File: config.mk
export PLATFORM = sky130hd
export DESIGN_NAME = keypad_servo_pwm_controller
export DESIGN_NICKNAME = d
export VERILOG_FILES = /design/src/rtl/kspc_pkg.sv /design/src/rtl/kspc_core.sv /design/src/rtl/keypad_servo_pwm_controller.sv
export SDC_FILE = /design/constraint.sdc
export NUM_CORES = 1
export LEC_CHECK = 0
export ABC_CLOCK_PERIOD_IN_PS = 10870
export BUFFER_PORTS_ARGS = -buffer_cell sky130_fd_sc_hd__buf_2
export CORE_MARGIN = 2
export CORE_UTILIZATION = 35
export CTS_BUF_LIST = sky130_fd_sc_hd__clkbuf_2 sky130_fd_sc_hd__clkbuf_4 sky130_fd_sc_hd__clkbuf_8
export CTS_CLUSTER_SIZE = 20
export DETAILED_ROUTE_END_ITERATION = 8
export GPL_ROUTABILITY_DRIVEN = 1
export PLACE_DENSITY_LB_ADDON = 0.08
export SLEW_MARGIN = 10
export SYNTH_ARGS = -nofsm -noshare
export SYNTH_HDL_FRONTEND = slang
export SYNTH_SLANG_ARGS = --single-unit
File: constraint.sdc
create_clock -name clk -period 10.87 [get_ports clk]
set_input_delay 1.087 -clock clk [delete_from_list [all_inputs] [get_ports clk]]
set_output_delay 1.087 -clock clk [all_outputs]
set_load 0.1 [all_outputs]
File: src/rtl/kspc_pkg.sv
// Shared types and constants for the keypad servo PWM controller.
package kspc_pkg;

  localparam logic [4:0]  ANGLE_MAX    = 5'd18;
  localparam logic [4:0]  ANGLE_RESET  = 5'd9;
  localparam logic [15:0] HIGH_RESET   = 16'd4500;
  localparam logic [15:0] PHASE_RESET  = 16'd60000;
  localparam logic [15:0] BASE_RESET   = 16'd3000;
  localparam logic [11:0] STEP_RESET   = 12'd300;
  localparam logic [15:0] PERIOD_RESET = 16'd60000;

  localparam logic [3:0] KEY_DIGIT_MAX = 4'd9;
  localparam logic [3:0] KEY_ONE       = 4'd1;
  localparam logic [3:0] KEY_STAR      = 4'd10;
  localparam logic [3:0] KEY_POUND     = 4'd11;

  localparam logic CMD_TICK = 1'b0;
  localparam logic CMD_KEY  = 1'b1;

  localparam logic [1:0] CFG_BASE   = 2'd0;
  localparam logic [1:0] CFG_STEP   = 2'd1;
  localparam logic [1:0] CFG_PERIOD = 2'd2;

  typedef struct packed {
    logic [15:0] frame_period;
    logic [11:0] pulse_step;
    logic [15:0] pulse_base;
  } cfg_t;

  typedef struct packed {
    logic [3:0] key_code;
    logic       cmd;
  } item_t;

  typedef struct packed {
    logic        digit_pending;
    logic [15:0] pulse_ticks;
    logic [4:0]  angle_tens;
    logic        pwm_out;
  } result_t;

endpackage

File: src/rtl/kspc_core.sv
// Servo state: key decoding, pulse width update and PWM phase countdown.
module kspc_core (
  input  logic             clk,
  input  logic             rst,
  input  logic             step,
  input  kspc_pkg::item_t  item,
  input  kspc_pkg::cfg_t   cfg,
  output kspc_pkg::result_t result
);
  import kspc_pkg::*;

  logic [4:0]  angle, angle_next;
  logic [15:0] high, high_next;
  logic        pending, pending_next;
  logic        first, first_next;
  logic        pin, pin_next;
  logic [15:0] phase, phase_next;

  logic        update;
  logic [16:0] product;
  logic [17:0] width_sum;

  assign product   = 17'(cfg.pulse_step) * 17'(angle_next);
  assign width_sum = 18'(cfg.pulse_base) + 18'(product);

  always_comb begin
    angle_next   = angle;
    pending_next = pending;
    first_next   = first;
    pin_next     = pin;
    phase_next   = phase;
    update       = 1'b0;
    if (step) begin
      if (item.cmd == CMD_KEY) begin
        if (item.key_code == KEY_STAR) begin
          if (angle != 5'd0) angle_next = angle - 5'd1;
          update = 1'b1;
        end else if (item.key_code == KEY_POUND) begin
          if (angle < ANGLE_MAX) angle_next = angle + 5'd1;
          update = 1'b1;
        end else if (item.key_code <= KEY_DIGIT_MAX) begin
          if (!pending) begin
            if (item.key_code <= KEY_ONE) begin
              first_next   = item.key_code[0];
              pending_next = 1'b1;
            end
          end else if (!(first && item.key_code == KEY_DIGIT_MAX)) begin
            angle_next   = first ? ({1'b0, item.key_code} + 5'd10) : {1'b0, item.key_code};
            pending_next = 1'b0;
            update       = 1'b1;
          end
        end
      end else begin
        if (phase <= 16'd1) begin
          pin_next = ~pin;
          if (!pin) begin
            phase_next = high;
          end else begin
            phase_next = (cfg.frame_period > high) ? (cfg.frame_period - high) : 16'd0;
          end
        end else begin
          phase_next = phase - 16'd1;
        end
      end
    end
  end

  always_comb begin
    high_next = high;
    if (update) begin
      if (width_sum > 18'(cfg.frame_period)) high_next = cfg.frame_period;
      else high_next = width_sum[15:0];
    end
  end

  always_ff @(posedge clk) begin
    if (rst) begin
      angle   <= ANGLE_RESET;
      high    <= HIGH_RESET;
      pending <= 1'b0;
      first   <= 1'b0;
      pin     <= 1'b0;
      phase   <= PHASE_RESET;
    end else begin
      angle   <= angle_next;
      high    <= high_next;
      pending <= pending_next;
      first   <= first_next;
      pin     <= pin_next;
      phase   <= phase_next;
    end
  end

  assign result.pwm_out       = pin_next;
  assign result.angle_tens    = angle_next;
  assign result.pulse_ticks   = high_next;
  assign result.digit_pending = pending_next;

endmodule

File: src/rtl/keypad_servo_pwm_controller.sv
// Top level of the keypad servo PWM controller with stream ports and register writes.
// An accepted transaction passes the input register, then the result register, to m_tdata.
// Throughput: one transaction per cycle; the input register feeds the state logic and
// the result register, and both stall together only when the result is not taken.
// Reset (synchronous, active high) restores angle 9, high time 4500, pin low,
// phase 60000 and the default register values, and empties both stages.
module keypad_servo_pwm_controller (
  input  logic        clk,
  input  logic        rst,
  input  logic        s_tvalid,
  output logic        s_tready,
  input  logic [7:0]  s_tdata,   // key_code [3:0], zero fill above
  input  logic        s_tuser,   // cmd
  output logic        m_tvalid,
  input  logic        m_tready,
  output logic [23:0] m_tdata,   // pwm_out, angle_tens, pulse_ticks, digit_pending, zero fill
  input  logic        cfg_valid,
  output logic        cfg_ready,
  input  logic [1:0]  cfg_index,
  input  logic [15:0] cfg_data
);
  import kspc_pkg::*;

  cfg_t    cfg;
  item_t   in_item;
  logic    in_valid;
  logic    advance;
  result_t core_result;
  result_t out_result;

  assign cfg_ready = 1'b1;
  assign advance   = !m_tvalid || m_tready;
  assign s_tready  = !in_valid || advance;

  always_ff @(posedge clk) begin
    if (rst) begin
      cfg.pulse_base   <= BASE_RESET;
      cfg.pulse_step   <= STEP_RESET;
      cfg.frame_period <= PERIOD_RESET;
    end else if (cfg_valid && cfg_ready) begin
      unique case (cfg_index)
        CFG_BASE:   cfg.pulse_base   <= cfg_data;
        CFG_STEP:   cfg.pulse_step   <= cfg_data[11:0];
        CFG_PERIOD: cfg.frame_period <= cfg_data;
        default:    ;
      endcase
    end
  end

  always_ff @(posedge clk) begin
    if (rst) begin
      in_valid <= 1'b0;
    end else if (s_tready) begin
      in_valid <= s_tvalid;
    end
  end

  always_ff @(posedge clk) begin
    if (s_tready && s_tvalid) begin
      in_item.cmd      <= s_tuser;
      in_item.key_code <= s_tdata[3:0];
    end
  end

  kspc_core u_core (
    .clk    (clk),
    .rst    (rst),
    .step   (in_valid && advance),
    .item   (in_item),
    .cfg    (cfg),
    .result (core_result)
  );

  always_ff @(posedge clk) begin
    if (rst) begin
      m_tvalid <= 1'b0;
    end else if (advance) begin
      m_tvalid <= in_valid;
    end
  end

  always_ff @(posedge clk) begin
    if (in_valid && advance) begin
      out_result <= core_result;
    end
  end

  assign m_tdata = {1'b0, out_result};

  assert property (@(posedge clk) disable iff (rst)
    m_tvalid |-> (m_tdata[5:1] <= ANGLE_MAX))
    else $error("Result angle out of range.");

  assert property (@(posedge clk) disable iff (rst)
    (s_tvalid && s_tready) |=> in_valid)
    else $error("Accepted transaction lost in the input stage.");

  assert property (@(posedge clk) disable iff (rst)
    (in_valid && !advance) |=> (in_valid && $stable(in_item)))
    else $error("Input stage changed while stalled.");

  assert property (@(posedge clk) disable iff (rst)
    (in_valid && advance) |=> m_tvalid)
    else $error("Processed transaction produced no result.");

endmodule
Word level (Yosys, flattened, before mapping)

Cells that the tools add are included.

Flip-flop bits (word level): 114

Eq/ne operators: 5
Magnitude comparators: 6
Add/subtract/negate cells: 6
Multipliers: 1
Bitwise operators: 5
Reduce and logical (&&, ||, !) cells: 14
Mux-type cells: 33

Operators by type and width:

| operator                                             | number |
|---|---|
| two-way mux 16 bit                                   | 5 |
| two-way mux 5 bit                                    | 10 |
| adder 16 x 17 -> 18 bit                              | 1 |
| greater-than comparator 18 x 16 -> 1 bit             | 1 |
| two-way mux 1 bit                                    | 18 |
| multiplier 12 x 5 -> 17 bit                          | 1 |
| greater-than comparator 16 bit                       | 1 |
| <= comparator 16 x 1 -> 1 bit, second input constant | 1 |
| subtractor 16 x 1 -> 16 bit, second input constant   | 1 |
| subtractor 16 bit                                    | 1 |
| == test 4 bit, second input constant                 | 3 |
| AND reduction 2 bit                                  | 4 |
| AND reduction 7 bit                                  | 1 |
| adder 4 x 4 -> 5 bit, second input constant          | 1 |
| adder 5 x 1 -> 5 bit, second input constant          | 1 |
| < comparator 5 bit, second input constant            | 1 |
| NOT 1 bit                                            | 5 |
| nonzero test 5 bit                                   | 1 |
| subtractor 5 x 1 -> 5 bit, second input constant     | 1 |
| <= comparator 4 x 1 -> 1 bit, second input constant  | 1 |
| <= comparator 4 bit, second input constant           | 1 |
| logical AND 1 bit                                    | 3 |
| == test 2 x 1 -> 1 bit, second input constant        | 1 |
| == test 2 bit, second input constant                 | 1 |
| other kinds (3)                                      | 5 |

Longest topological paths before layout

Depth in word-level cells: 14
Mapped depth: 34
Depth with buffers taken out: 32

Hierarchy

Synthesis repeated with hierarchy kept, for this count alone.

Cells, all modules: 1079
Area, all modules: 9347.7 µm²

Modules (own cells, without submodules):

| module                      | area each (µm²) | cells each | instances | seq. area each (µm²) |
|---|---|---|---|---|
| kspc_core                   | 6593.8          | 859        | 1         | 800.8 |
| keypad_servo_pwm_controller | 2753.9          | 220        | 1         | 1761.7 |

Worst setup path after synthesis

No wires, ideal clock.

Path kind: input to register
From: input m_tready
To: register out_result (netlist bit m_tdata[20]) (data pin)
Buffers on the path: 2
Library setup time: 271 ps
Data arrival time: 7586 ps
Stages on the path: 29
Path slack: 3014 ps
Cell sequence: nand2b_1 nand2_1 inv_1 nand2_1 a21oi_1 nor2_1 a21oi_1 clkbuf_1 nand2_1 fa_1 fa_1 fa_1 inv_1 ha_1 nor2b_1 o31a_1 o211a_1 nor4_1 nor2_1 xor2_1 ha_1 o21ai_0 a21oi_1 o41ai_1 or2_2 o21a_1 buf_2 mux2i_1 a21oi_1

RTL lines:

| what                 | RTL line                          | RTL |
|---|---|---|
| from (decl)          | keypad_servo_pwm_controller.sv:15 | `input logic m_tready,` |
| to (signal assigned) | keypad_servo_pwm_controller.sv:84 | `out_result <= core_result;` |
| to (decl)            | keypad_servo_pwm_controller.sv:29 | `result_t out_result;` |

==> out/metrics.json <==
{
  "status": {"value": "finished, final reports clean"},
  "core-area": {"value": 24250, "unit": "um^2"},
  "cpMostUsedCell": {"value": "sky130_fd_sc_hd__a21oi_1"},
  "cp_data_arrival_time": {"value": 8.74, "unit": "ns"},
  "total_leakage_power": {"value": 4.039, "unit": "nW"},
  "post-place-cells": {"value": 1379},
  "min_path_type": {"value": "flip-flop to flip-flop"},
  "count_of_port_buffers_added_during_placement": {"value": 52},
  "synth_area": {"value": 8603, "unit": "um^2"},
  "worstSetupStartpointType": {"value": "primary input"},
  "cts.repair.resized": {"value": 0},
  "grt_first_pass_wirelength": {"value": 39820, "unit": "um"},
  "synth-edff-count": {"value": 28},
  "top_level_ports": {"value": 59},
  "postSynthAreaPerCell": {"value": 8.304, "unit": "um^2"},
  "timing.final.hold_violations": {"value": 0},
  "fp.dieArea": {"value": 25850, "unit": "um^2"},
  "critical_path.max_stage_delay": {"value": 0.56, "unit": "ns"},
  "postSynthCellCount": {"value": 1036},
  "flip_flop_cell_with_the_highest_count_after_synthesis": {"value": "sky130_fd_sc_hd__dfxtp_1"},
  "cts_max_level": {"value": 4},
  "grt.total_usage": {"value": 19.69, "unit": "%"},
  "reg_clk_slew_reported_paths": {"value": 0.08, "unit": "ns"},
  "report.final.slew_viol_count": {"value": 0},
  "remaining_drc_errors": {"value": 0},
  "grt_pass1_vias": {"value": 7324},
  "most-common-layout-cells": {"value": "sky130_fd_sc_hd__nand2_1, sky130_fd_sc_hd__inv_1, sky130_fd_sc_hd__dfxtp_1"},
  "start_util": {"value": 35.48, "unit": "%"},
  "setup_violations": {"value": 0},
  "design_power_total": {"value": 0.001236, "unit": "W"},
  "clock_skew": {"value": 0.02119, "unit": "ns"},
  "num_antenna_cells": {"value": 0},
  "area_growth": {"value": 11.87, "unit": "%"},
  "maximum_count_of_clock_buffers_along_a_single_path": {"value": 2},
  "fin_setup_tns": {"value": 0, "unit": "ns"},
  "route.detailed.vias_per_inst": {"value": 5.210},
  "drive_above_1_share": {"value": 10.12, "unit": "%"},
  "std_cell_rows": {"value": 57},
  "post_synth_num_cell_types": {"value": 67},
  "yosysWarnings": {"value": 0},
  "max-vdd-ir-drop": {"value": 0.06839, "unit": "mV"},
  "clock.fmax": {"value": 117.0, "unit": "MHz"},
  "layout.nets": {"value": 1214},
  "final_routed_wirelength": {"value": 24260, "unit": "um"},
  "clk_tree_root_cell": {"value": "sky130_fd_sc_hd__clkbuf_8"},
  "grt_setup_unrepaired": {"value": "no"},
  "final_period_demand_of_the_worst_path": {"value": 8.544, "unit": "ns"},
  "grt_start_max_net_pins": {"value": 60},
  "max_cap_viol_count": {"value": 0},
  "detailedRoute.firstIterationViolations": {"value": 370},
  "post-synth-top-area-fraction": {"value": 20.01, "unit": "%"},
  "tritoncts": {"value": "built"},
  "max_slew_margin": {"value": 26.42, "unit": "%"},
  "timing.critical_path.fanout_max": {"value": 30},
  "gp_routability_congestion": {"value": 0.8500},
  "cts_post_setup_buffers_inserted": {"value": 0},
  "synth_largest_area_cell": {"value": "sky130_fd_sc_hd__dfxtp_1"},
  "crit_path_top_delay_cell": {"value": "sky130_fd_sc_hd__fa_1"},
  "tritoncts_num_sinks": {"value": 114},
  "ant_nets": {"value": 0},
  "drtPass1Iterations": {"value": 4},
  "antenna_found_initial": {"value": 0},
  "ys_async_sr_fraction": {"value": 0, "unit": "%"},
  "layout.filler_cells": {"value": 2604},
  "post_synth_main_area_contributors": {"value": "sky130_fd_sc_hd__dfxtp_1, sky130_fd_sc_hd__fa_1, sky130_fd_sc_hd__edfxtp_1"},
  "stdcell_count": {"value": 1411},
  "layout.cells.most_common": {"value": "sky130_fd_sc_hd__nand2_1"},
  "ys_seq_area_share": {"value": 29.78, "unit": "%"},
  "required": {"value": 11.07, "unit": "ns"},
  "die_x": {"value": 160.8, "unit": "um"},
  "min_period_over_period": {"value": 78.60, "unit": "%"},
  "gr-total-overflow": {"value": 0},
  "synth.ff_latch_count": {"value": 114},
  "tritoncts.num_buffers": {"value": 17},
  "dr_total_vias": {"value": 7351},
  "synth_fp_nets": {"value": 1176},
  "chipHeight": {"value": 160.8, "unit": "um"},
  "powerDensity": {"value": 128.5, "unit": "nW/um^2"},
  "worst-slew-pin-transition": {"value": 1.102, "unit": "ns"},
  "wl_per_cell": {"value": 17.19, "unit": "um"},
  "clock_latency_on_the_worst_skew_pair": {"value": 0.46, "unit": "ns"},
  "timing.setup.critical_path_class": {"value": "primary input to flip-flop"},
  "critPathCaptureType": {"value": "flip-flop"},
  "holdWs": {"value": 0.4593, "unit": "ns"},
  "hold_buffers": {"value": 0},
  "detailedPlacementHpwl": {"value": 18200, "unit": "um"}
}
-- layer usage --
| layer | part of all wire [%] | vias to the layer above | wire length, um | GRT usage [%] |
|---|---|---|---|---|
| li1 | - | 3664 | - | - |
| met1 | 48 | 3534 | 11640 | 26.47 |
| met2 | 48 | 135 | 11580 | 33.42 |
| met3 | 3.2 | 18 | 771 | 3.125 |
| met4 | 1.1 | 0 | 269 | 4.424 |
| met5 | 0 | - | 0 | 0 |
-- area by class of cell --
type / count / area [um^2] / share of cell area (%)
Clock inverter: 14 / 202.7 / 2.106
Clock buffer: 18 / 241.5 / 2.509
Inverter: 112 / 420.4 / 4.368
Multi-Input combinational cell: 767 / 5456 / 56.70
Tap cell: 324 / 405.4 / 4.212
Sequential cell: 114 / 2562 / 26.63
Timing Repair Buffer: 62 / 335.3 / 3.484
-- kinds of logic after synthesis --
family / share of synthesized area, %
compound gates: 18.24
xor+xnor: 2.850
fa+ha+maj: 19.72
buf+inv: 6.966
flops: 29.78
mux: 0.9453
other cells: 0.08729
simple gates: 21.41
-- metrics by stage --
stage	cell area (um^2)	setup WS [ns]	utilization [%]
floorplan	8603	3.014	-
finish	9624	2.326	39.69
CTS	9624	2.288	39.69
detailed placement	9180	1.845	37.86
global route	9624	1.524	39.69
global placement	9180	1.908	37.86
-- flip-flops by register name, indices dropped and copies added, names as in the netlist --
signal and cells:
u_core.pin 1, m_tvalid 1, u_core.phase 16, cfg 44, u_core.high 16, u_core.pending 1
u_core.first 1, m_tdata 23, u_core.angle 5, in_item 5, in_valid 1
-- report_power, final --
part | leakage, nW | switching, W | internal, W
clock network | 0.210 | 0.000213 | 0.000256
logic | 2.87 | 0.000195 | 0.000112
registers | 0.954 | 0.0000127 | 0.000447
total | 4.04 | 0.000421 | 0.000815
-- synthesized netlist by cell type (all sizes together), types with 5 or more instances --
| cell | count |
|---|---|
| a2111oi | 7 |
| a211oi | 12 |
| a21o | 13 |
| a21oi | 81 |
| a221oi | 12 |
| a31oi | 15 |
| and2 | 47 |
| and3 | 5 |
| buf | 8 |
| clkbuf | 35 |
| dfxtp | 86 |
| edfxtp | 28 |
| fa | 46 |
| ha | 62 |
| inv | 112 |
| mux2i | 7 |
| nand2 | 142 |
| nand3 | 38 |
| nand3b | 5 |
| nand4 | 8 |
| nor2 | 52 |
| nor2b | 12 |
| nor3 | 19 |
| nor4 | 7 |
| o211ai | 18 |
| o21a | 10 |
| o21ai | 48 |
| o31ai | 5 |
| or2 | 9 |
| or3 | 10 |
| xnor2 | 16 |
| xor2 | 12 |
-- critical path, delay by kind of cell --
kind / cells / cell delay (ns)
AO/OA/AOI/OAI: 10 / 2.58
adder cells (fa/ha/maj): 5 / 2.24
buffers and inverters: 7 / 1.16
AND/OR/NAND/NOR: 7 / 1.10
multiplexers: 1 / 0.34
XOR/XNOR: 1 / 0.25
-- path summary, 6_finish.rpt --
kind,start,cells past startpoint,end,slack [ns]
worst max-delay path,m_tready,31,m_tdata[20]$_DFFE_PP_,2.33
worst max register to register,m_tvalid$_SDFFE_PP0P_,30,m_tdata[20]$_DFFE_PP_,2.76
worst min register to register,cfg[10]$_SDFFE_PP0P_,2,cfg[10]$_SDFFE_PP0P_,0.46
worst min-delay path,cfg[10]$_SDFFE_PP0P_,2,cfg[10]$_SDFFE_PP0P_,0.46
Power figures use the tool's default switching activity.
